File: src/dsf_pkg.sv
`timescale 1ns / 1ps
// ----------------------------------------------------------------------------
// dsf_pkg
// Shared types, constants and helpers of the damped spring force block.
// ----------------------------------------------------------------------------
package dsf_pkg;

  // default depth of the queue between front and back
  localparam int unsigned QueueDepth = 4;

  // sine polynomial coefficients, Q30
  localparam logic [30:0] SinA = 31'd1686629713;
  localparam logic [29:0] SinB = 30'd688904866;
  localparam logic [26:0] SinC = 27'd76016977;

  localparam logic signed [71:0] S32Max = 72'sd2147483647;
  localparam logic signed [71:0] S32Min = -72'sd2147483648;

  typedef enum logic [2:0] {
    RegStiffness = 3'd0,
    RegDamping   = 3'd1,
    RegRestLen   = 3'd2,
    RegAnc1X     = 3'd3,
    RegAnc1Y     = 3'd4,
    RegAnc2X     = 3'd5,
    RegAnc2Y     = 3'd6,
    RegRigid     = 3'd7
  } reg_idx_e;

  typedef struct packed {
    logic [30:0] stiffness;
    logic [30:0] damping;
    logic [30:0] rest_len;
    logic [31:0] anc1_x;
    logic [31:0] anc1_y;
    logic [31:0] anc2_x;
    logic [31:0] anc2_y;
    logic [1:0]  rigid;
  } cfg_t;

  typedef struct packed {
    logic [31:0] pos_one_x;
    logic [31:0] pos_one_y;
    logic [15:0] angle_one;
    logic [31:0] vel_one_x;
    logic [31:0] vel_one_y;
    logic [31:0] spin_one;
    logic [31:0] pos_two_x;
    logic [31:0] pos_two_y;
    logic [15:0] angle_two;
    logic [31:0] vel_two_x;
    logic [31:0] vel_two_y;
    logic [31:0] spin_two;
  } in_t;

  // classified request handed from front to back
  typedef struct packed {
    logic [31:0] vel_one_x;
    logic [31:0] vel_one_y;
    logic [31:0] spin_one;
    logic [31:0] vel_two_x;
    logic [31:0] vel_two_y;
    logic [31:0] spin_two;
    logic [31:0] w1x;
    logic [31:0] w1y;
    logic [31:0] w2x;
    logic [31:0] w2y;
    logic [33:0] dx;
    logic [33:0] dy;
    logic        skip;
  } job_t;

  typedef struct packed {
    logic [31:0] force_one_x;
    logic [31:0] force_one_y;
    logic [31:0] torque_one;
    logic [31:0] force_two_x;
    logic [31:0] force_two_y;
    logic [31:0] torque_two;
    logic        skipped;
  } res_t;

  function automatic logic signed [31:0] sat32(input logic signed [71:0] v);
    logic signed [31:0] r;
    if (v > S32Max) begin
      r = 32'sh7fffffff;
    end else if (v < S32Min) begin
      r = 32'sh80000000;
    end else begin
      r = v[31:0];
    end
    return r;
  endfunction

endpackage

File: src/dsf_queue.sv
`timescale 1ns / 1ps
// ----------------------------------------------------------------------------
// dsf_queue
// Small first-in first-out queue of classified requests.
// ----------------------------------------------------------------------------
module dsf_queue #(
  parameter int unsigned Depth = dsf_pkg::QueueDepth
) (
  input  logic          clk_i,
  input  logic          rst_ni,
  input  logic          push_i,
  input  dsf_pkg::job_t job_i,
  output logic          full_o,
  input  logic          pop_i,
  output logic          valid_o,
  output dsf_pkg::job_t job_o
);

  localparam int unsigned PtrW = (Depth > 1) ? $clog2(Depth) : 1;
  localparam int unsigned CntW = $clog2(Depth + 1);

  dsf_pkg::job_t   mem_q [Depth];
  logic [PtrW-1:0] wr_q, rd_q;
  logic [CntW-1:0] cnt_q;

  assign full_o  = (cnt_q == CntW'(Depth));
  assign valid_o = (cnt_q != '0);
  assign job_o   = mem_q[rd_q];

  always_ff @(posedge clk_i or negedge rst_ni) begin
    if (!rst_ni) begin
      wr_q  <= '0;
      rd_q  <= '0;
      cnt_q <= '0;
    end else begin
      if (push_i) begin
        wr_q <= (wr_q == PtrW'(Depth - 1)) ? '0 : wr_q + 1'b1;
      end
      if (pop_i) begin
        rd_q <= (rd_q == PtrW'(Depth - 1)) ? '0 : rd_q + 1'b1;
      end
      if (push_i && !pop_i) begin
        cnt_q <= cnt_q + 1'b1;
      end else if (pop_i && !push_i) begin
        cnt_q <= cnt_q - 1'b1;
      end
    end
  end

  always_ff @(posedge clk_i) begin
    if (push_i) begin
      mem_q[wr_q] <= job_i;
    end
  end

endmodule

File: config.mk
export PLATFORM = sky130hd
export DESIGN_NAME = dsf_queue
export DESIGN_NICKNAME = d
export VERILOG_FILES = /design/src/dsf_pkg.sv /design/src/dsf_queue.sv
export SDC_FILE = /design/constraint.sdc
export NUM_CORES = 1
export LEC_CHECK = 0
export BUFFER_PORTS_ARGS = -buffer_cell sky130_fd_sc_hd__buf_4
export CAP_MARGIN = 40
export CORE_MARGIN = 5
export CORE_UTILIZATION = 55
export DETAILED_ROUTE_END_ITERATION = 8
export GPL_TIMING_DRIVEN = 0
export HOLD_SLACK_MARGIN = 0.12
export PLACE_DENSITY = 0.88
export SYNTH_ARGS = -nofsm -noshare
export SYNTH_HDL_FRONTEND = slang
export SYNTH_SLANG_ARGS = --single-unit
File: constraint.sdc
create_clock -name clk_i -period 11.3 [get_ports clk_i]
set_input_delay 2.825 -clock clk_i [delete_from_list [all_inputs] [get_ports clk_i]]
set_output_delay 2.825 -clock clk_i [all_outputs]
set_load 0.03 [all_outputs]
==> results of run 1 <==
-- per-stage QoR --
step / setup WS [ps] / cell area [um2] / power, mW / setup TNS (ps) / hold slack, ps
after floorplan: 3254 / 56900 / 12.63 / 0 / 449.1
after global placement: -320.1 / 64500 / 15.37 / -259430 / 463.4
after detailed placement: 5907 / 65330 / 15.38 / 0 / 497.8
after CTS: 5121 / 70040 / 20.36 / 0 / 530.9
after global routing: 5076 / 70100 / 20.89 / 0 / 548.3
final: 5156 / 70100 / 20.25 / 0 / 537.8
-- power by group --
part	switching (mW)	internal, mW
clock	2.16	2.71
sequential	0.272	7.42
combinational	4.65	3.04
total	7.09	13.2
-- per-layer routing --
layer | routed length, um | track usage | up-vias
met5 | 31 | 0 | -
met4 | 7991 | 0.1309 | 6
met3 | 15220 | 0.08525 | 374
met2 | 79240 | 0.4644 | 1841
met1 | 47370 | 0.3054 | 14570
li1 | - | - | 11000
-- state kept, by name, indices dropped and copies added, names as in the netlist --
name,cells
mem_q,1556
cnt_q,3
rd_q,2
wr_q,2
-- cells in the final DEF, fill, tap and decap left out, types with 23 or more instances in the layout --
cell type  synthesis  routed
edfxtp_1        1556    1556
buf_4              0     783
mux4_2           389     389
clkbuf_16          0     153
buf_12            33      41
clkinv_1           0      41
clkbuf_1           6      38
buf_2             37      37
diode_2            0      27
buf_16             0      23
-- path summary, 6_finish.rpt --
check | endpoint | slack [ps] | depth (start not counted)
max | job_o[343] | 5160 | 5
min | cnt_q[2]$_DFFE_PN0P_ | 540 | 1
max reg2reg | mem_q[2][184]$_DFFE_PP_ | 8230 | 7
min reg2reg | cnt_q[2]$_DFFE_PN0P_ | 540 | 1
max in group asynchronous | cnt_q[1]$_DFFE_PN0P_ | 9270 | 1
min in group asynchronous | cnt_q[0]$_DFFE_PN0P_ | 1890 | 1
-- worst max-delay path, cell delays in order (launching register included) --
cell and delay, ps:
dfrtp_1 520, buf_2 540, buf_2 450, buf_2 390, mux4_2 450, buf_4 210
-- Yosys cell counts --
library cell	count
and2_1	4
buf_12	33
buf_2	37
buf_6	11
clkbuf_1	6
dfrtp_1	7
edfxtp_1	1556
fa_1	1
ha_1	6
inv_1	4
mux2_2	3
mux4_2	389
nand2_1	2
nor2_1	3
nor3b_1	1
o21ai_0	2
or3_1	1
xnor2_1	1
xor2_1	2
-- cells by family (layout without fill, tap and decap cells) --
| logic type | count (synthesis) | in the layout | share of synthesized area |
|---|---|---|---|
| other | 0 | 27 | 0 |
| AOI/OAI and AO/OA | 2 | 2 | 0.0001760 |
| and+or+nand+nor | 11 | 11 | 0.001012 |
| DFF | 1563 | 1563 | 0.8244 |
| adders and majority gates | 7 | 7 | 0.001671 |
| buffers and inverters | 91 | 1176 | 0.01770 |
| muxes | 392 | 392 | 0.1546 |
| xor gates and xnor gates | 3 | 3 | 0.0004619 |
-- cell type report --
type | count | area [um2] | area share
Antenna cell | 27 | 67.56 | 0.0009638
Buffer | 87 | 992.2 | 0.01415
Clock buffer | 185 | 3949 | 0.05633
Clock inverter | 84 | 758.2 | 0.01082
Inverter | 4 | 15.01 | 0.0002142
Multi-Input combinational cell | 415 | 8994 | 0.1283
Sequential cell | 1563 | 46900 | 0.6690
Tap cell | 1380 | 1727 | 0.02463
Timing Repair Buffer | 816 | 6701 | 0.09559
==> flow_summary.toml, run 1 <==
[pwr]
p_leak_nw = 23.86
power-per-cell-area_nw_per_um2 = 288.8
vdd_drop_max_mv = 0.2504

[status]
status = "completed"

[placement]
dpl.hpwl_um = 92460
gp_congestion = 0.7783
port_buffers = 783
placed_cells = 4265

[yosys]
syn_avg_cell_area_um2 = 27.50
yosysTopAreaCellShare = 0.8213
syn-cell-area_um2 = 56890
synth_seq_area_share = 0.8244
syn-num-nets = 2469
synthCells = 2069
synth_warnings = 0
ys_ff_latch = 1563
ys_types = 19
synth_top_cell_by_area = "edfxtp_1"
yosys-top-cells-area = "edfxtp_1 (82%), mux4_2 (15%), buf_12 (1.2%)"

[setup_path]
worst_setup_path_end_kind = "output port"
critical_path_arrival_ps = 3320
cp.required_ps = 8480
critPathKind = "reg -> out"
cp_max_fo = 10
start_kind = "flop"
timing.rr.start = "wr_q[0]$_DFFE_PN0P_"
cp-startpoint = "rd_q[1]$_DFFE_PN0P_"

[cells_and_area]
drive_gt1_frac = 0.4721
n_fill_cell = 5727
fin_cells = 4561
syn_to_final_growth_pct = 23.22
final_util = 0.6793
nNetsFinal = 3437

[drt]
ant_nets = 0
vias = 27790
viasPerCell = 6.094
wl_per_cell_um = 32.85
post-route-drc-count = 0
drt_wl_total_um = 149800
dr.first_iter.drc_count = 3144
firstDrtPassIters = 5

[sta]
maxSlewViolCount = 0
worst_pin_slew_ps = 897.3
setup_viol = 0
finalHoldViolations = 0
post-route-period-util = 0.5437
fmax_mhz = 162.8
finalCriticalPeriod_ps = 6144
finClkSkew_ps = 31.12
rsz0062_at_grt = "false"
relSlewSlack = 0.4018

[grt]
track_usage = 0.2687
grt_max_degree = 58
antenna_found_initial = 29
overflow = 0
grt_pass1_vias = 29730
grt_pass1_wl_um = 213400

[clock_network]
cts_buffers = 150
cts.sinks = 1563
cts_hold_buf = 0
clock_path_buffers = 3
clkLatencyLatePin_ps = 740
clk_pin_slew_ps = 60
post_cts_buffers = 0
cts_root_buffer = "clkbuf_16"
h-tree-depth = 4
post_cts_resized = 0
cts_tree = "built"

[run]
cap_violations = 0

[floorplan]
ioPinCount = 784
dieWidth_um = 331.6
initial_core_util = 0.5513
fp.coreArea_um2 = 103200
dieArea_um2 = 110000
die_y_um = 331.6
num_rows = 118

[worst_hold_path]
min_from = "cnt_q[2]$_DFFE_PN0P_"
hold_path.class = "reg -> reg"
Note: power is estimated with default switching activity, not from simulation.
==> run 2, diff against run 1 <==
- clock period: 11.3 -> 6.2 ns (I/O delays scaled with it)
==> run 2 against run 1 <==
Setup slack got worse by 3700 ps. Clock skew down 4.6 ps. Register-to-register slack worse by 5200 ps. Via count up 0.42%. Critical path depth did not move. Cell area grew 0.20%. Clock power increased by 89%. Combinational power is 82% higher. Sequential share of layout area shrank 0.14 points. Non-clock buffer count shrank 3. Sequential power is 82% higher. First-iteration DRC count shrank 4.0%. Highest routed layer unchanged.
==> flow_summary.toml, run 2 (synthesis results as in run 1) <==
[floorplan]
dieArea_um2 = 110000
dieWidth_um = 331.6
num_rows = 118
ioPinCount = 784
fp.coreArea_um2 = 103200
die_y_um = 331.6
initial_core_util = 0.5513

[grt]
grt_pass1_wl_um = 216900
track_usage = 0.2730
grt_pass1_vias = 30080
grt_max_degree = 58
antenna_found_initial = 30
overflow = 0

[setup_path]
cp-startpoint = "rd_q[1]$_DFFE_PN0P_"
critPathMaxStageDelay_ps = 490
critPathKind = "reg -> out"
worst_setup_path_end_kind = "output port"
worstPathCellList = "buf_2, buf_2, buf_2, mux4_2, buf_4"
critPathTopFamily = "buffers and inverters"
cp_max_fo = 10
r2r_end = "mem_q[0][255]$_DFFE_PP_"
slowest_stage = "dfrtp_1"
r2r_slack_ps = 3030
critical_path_arrival_ps = 3200
cp.required_ps = 4650
path_buf_inv = 4
cp_common_cell = "buf_2"
r2r_cells = 7
timing.rr.start = "wr_q[0]$_DFFE_PN0P_"
start_kind = "flop"

[drt]
viasPerCell = 6.122
ant_nets = 0
firstDrtPassIters = 6
drt_wl_total_um = 151700
post-route-drc-count = 0
vias = 27910
wl_per_cell_um = 33.27
dr.first_iter.drc_count = 3019

[placement]
dpl.hpwl_um = 91770
port_buffers = 783
placed_cells = 4262
gp_congestion = 0.7767
dpl-instance-area_um2 = 65290

[clock_network]
clkLatencyLatePin_ps = 750
cts_root_buffer = "clkbuf_16"
clk_pin_slew_ps = 60
cts_tree = "built"
cts.sinks = 1563
cts_hold_buf = 0
post_cts_buffers = 0
clock_path_buffers = 3
cts_buffers = 150
h-tree-depth = 4
post_cts_resized = 0

[cells_and_area]
top_regs = "mem_q x1556, cnt_q x3"
final_util = 0.6807
post-route-cell-area_um2 = 70250
drive_gt1_frac = 0.4737
layout_common_cells = "edfxtp_1 (1556), buf_4 (783), mux4_2 (389), clkbuf_16 (157)"
final_common_cell = "edfxtp_1"
nNetsFinal = 3434
largest_reg_flops = 1556
fin_cells = 4559
syn_to_final_growth_pct = 23.48
largest-register = "mem_q"

[sta]
finClkSkew_ps = 26.56
post-route-period-util = 0.7658
setup_viol = 0
finalCriticalPeriod_ps = 4748
finalHoldViolations = 0
relSlewSlack = 0.3551
fmax_mhz = 210.6
worst_pin_slew_ps = 967.3
fin_setup_tns_ps = 0
whs_ps = 538.6
rsz0062_at_grt = "false"
maxSlewViolCount = 0

[worst_hold_path]
hold_path.class = "reg -> reg"
hold_path_depth = 1
min_from = "cnt_q[2]$_DFFE_PN0P_"
hold_path_end = "cnt_q[2]$_DFFE_PN0P_"

[pwr]
power-per-cell-area_nw_per_um2 = 530.0
p_leak_nw = 23.93
vdd_drop_max_mv = 0.5048

[run]
cap_violations = 0

[status]
status = "completed"
## run 2: cell count changes in the layout (fill, tap and decap cells not counted), moves of 2 or more
cell / change
bufinv_16: +7
buf_12: -6
clkbuf_16: +4
clkinv_1: -4
clkinv_16: -4
buf_16: +3
clkinvlp_4: +3
inv_6: -3
clkbuf_1: -2
## run 2: per-layer routing
layer | share of wire | track usage
met4 | 0.046 | 0.1218
met1 | 0.31 | 0.3050
met3 | 0.10 | 0.08717
met2 | 0.54 | 0.4823
met5 | 0.00034 | 0
## run 2: power breakdown
group	switching, mW	internal, mW
combinational	8.49	5.52
sequential	0.508	13.5
clock	3.89	5.30
## run 2: worst max-delay path by stage
stage | slack (ps) | cells past startpoint | to
final | 1450 | 5 | job_o[300]
after detailed placement | 2020 | 6 | mem_q[0][251]$_DFFE_PP_
after floorplan | 1500 | 1 | mem_q[3][0]$_DFFE_PP_
after global placement | -630 | 2 | mem_q[0][223]$_DFFE_PP_
after global routing | 1360 | 5 | job_o[296]
after CTS | 1320 | 5 | job_o[296]
## run 2: layout make-up
type	instances	area (um2)
antenna	27	67.56
buffer	87	992.2
clock buffer	187	4041
clock inverter	83	849.6
fill	5762	32960
inverter	4	15.01
multi-input combinational	415	8994
sequential	1563	46900
tap	1380	1727
timing repair buffer	813	6660
## run 2: stage by stage
stage               power, mW  setup WS [ps]
global route            38.39           1363
CTS                     37.42           1325
detailed placement      27.97           2019
global placement        27.67         -626.2
floorplan               22.84           1504
finish                  37.23           1452
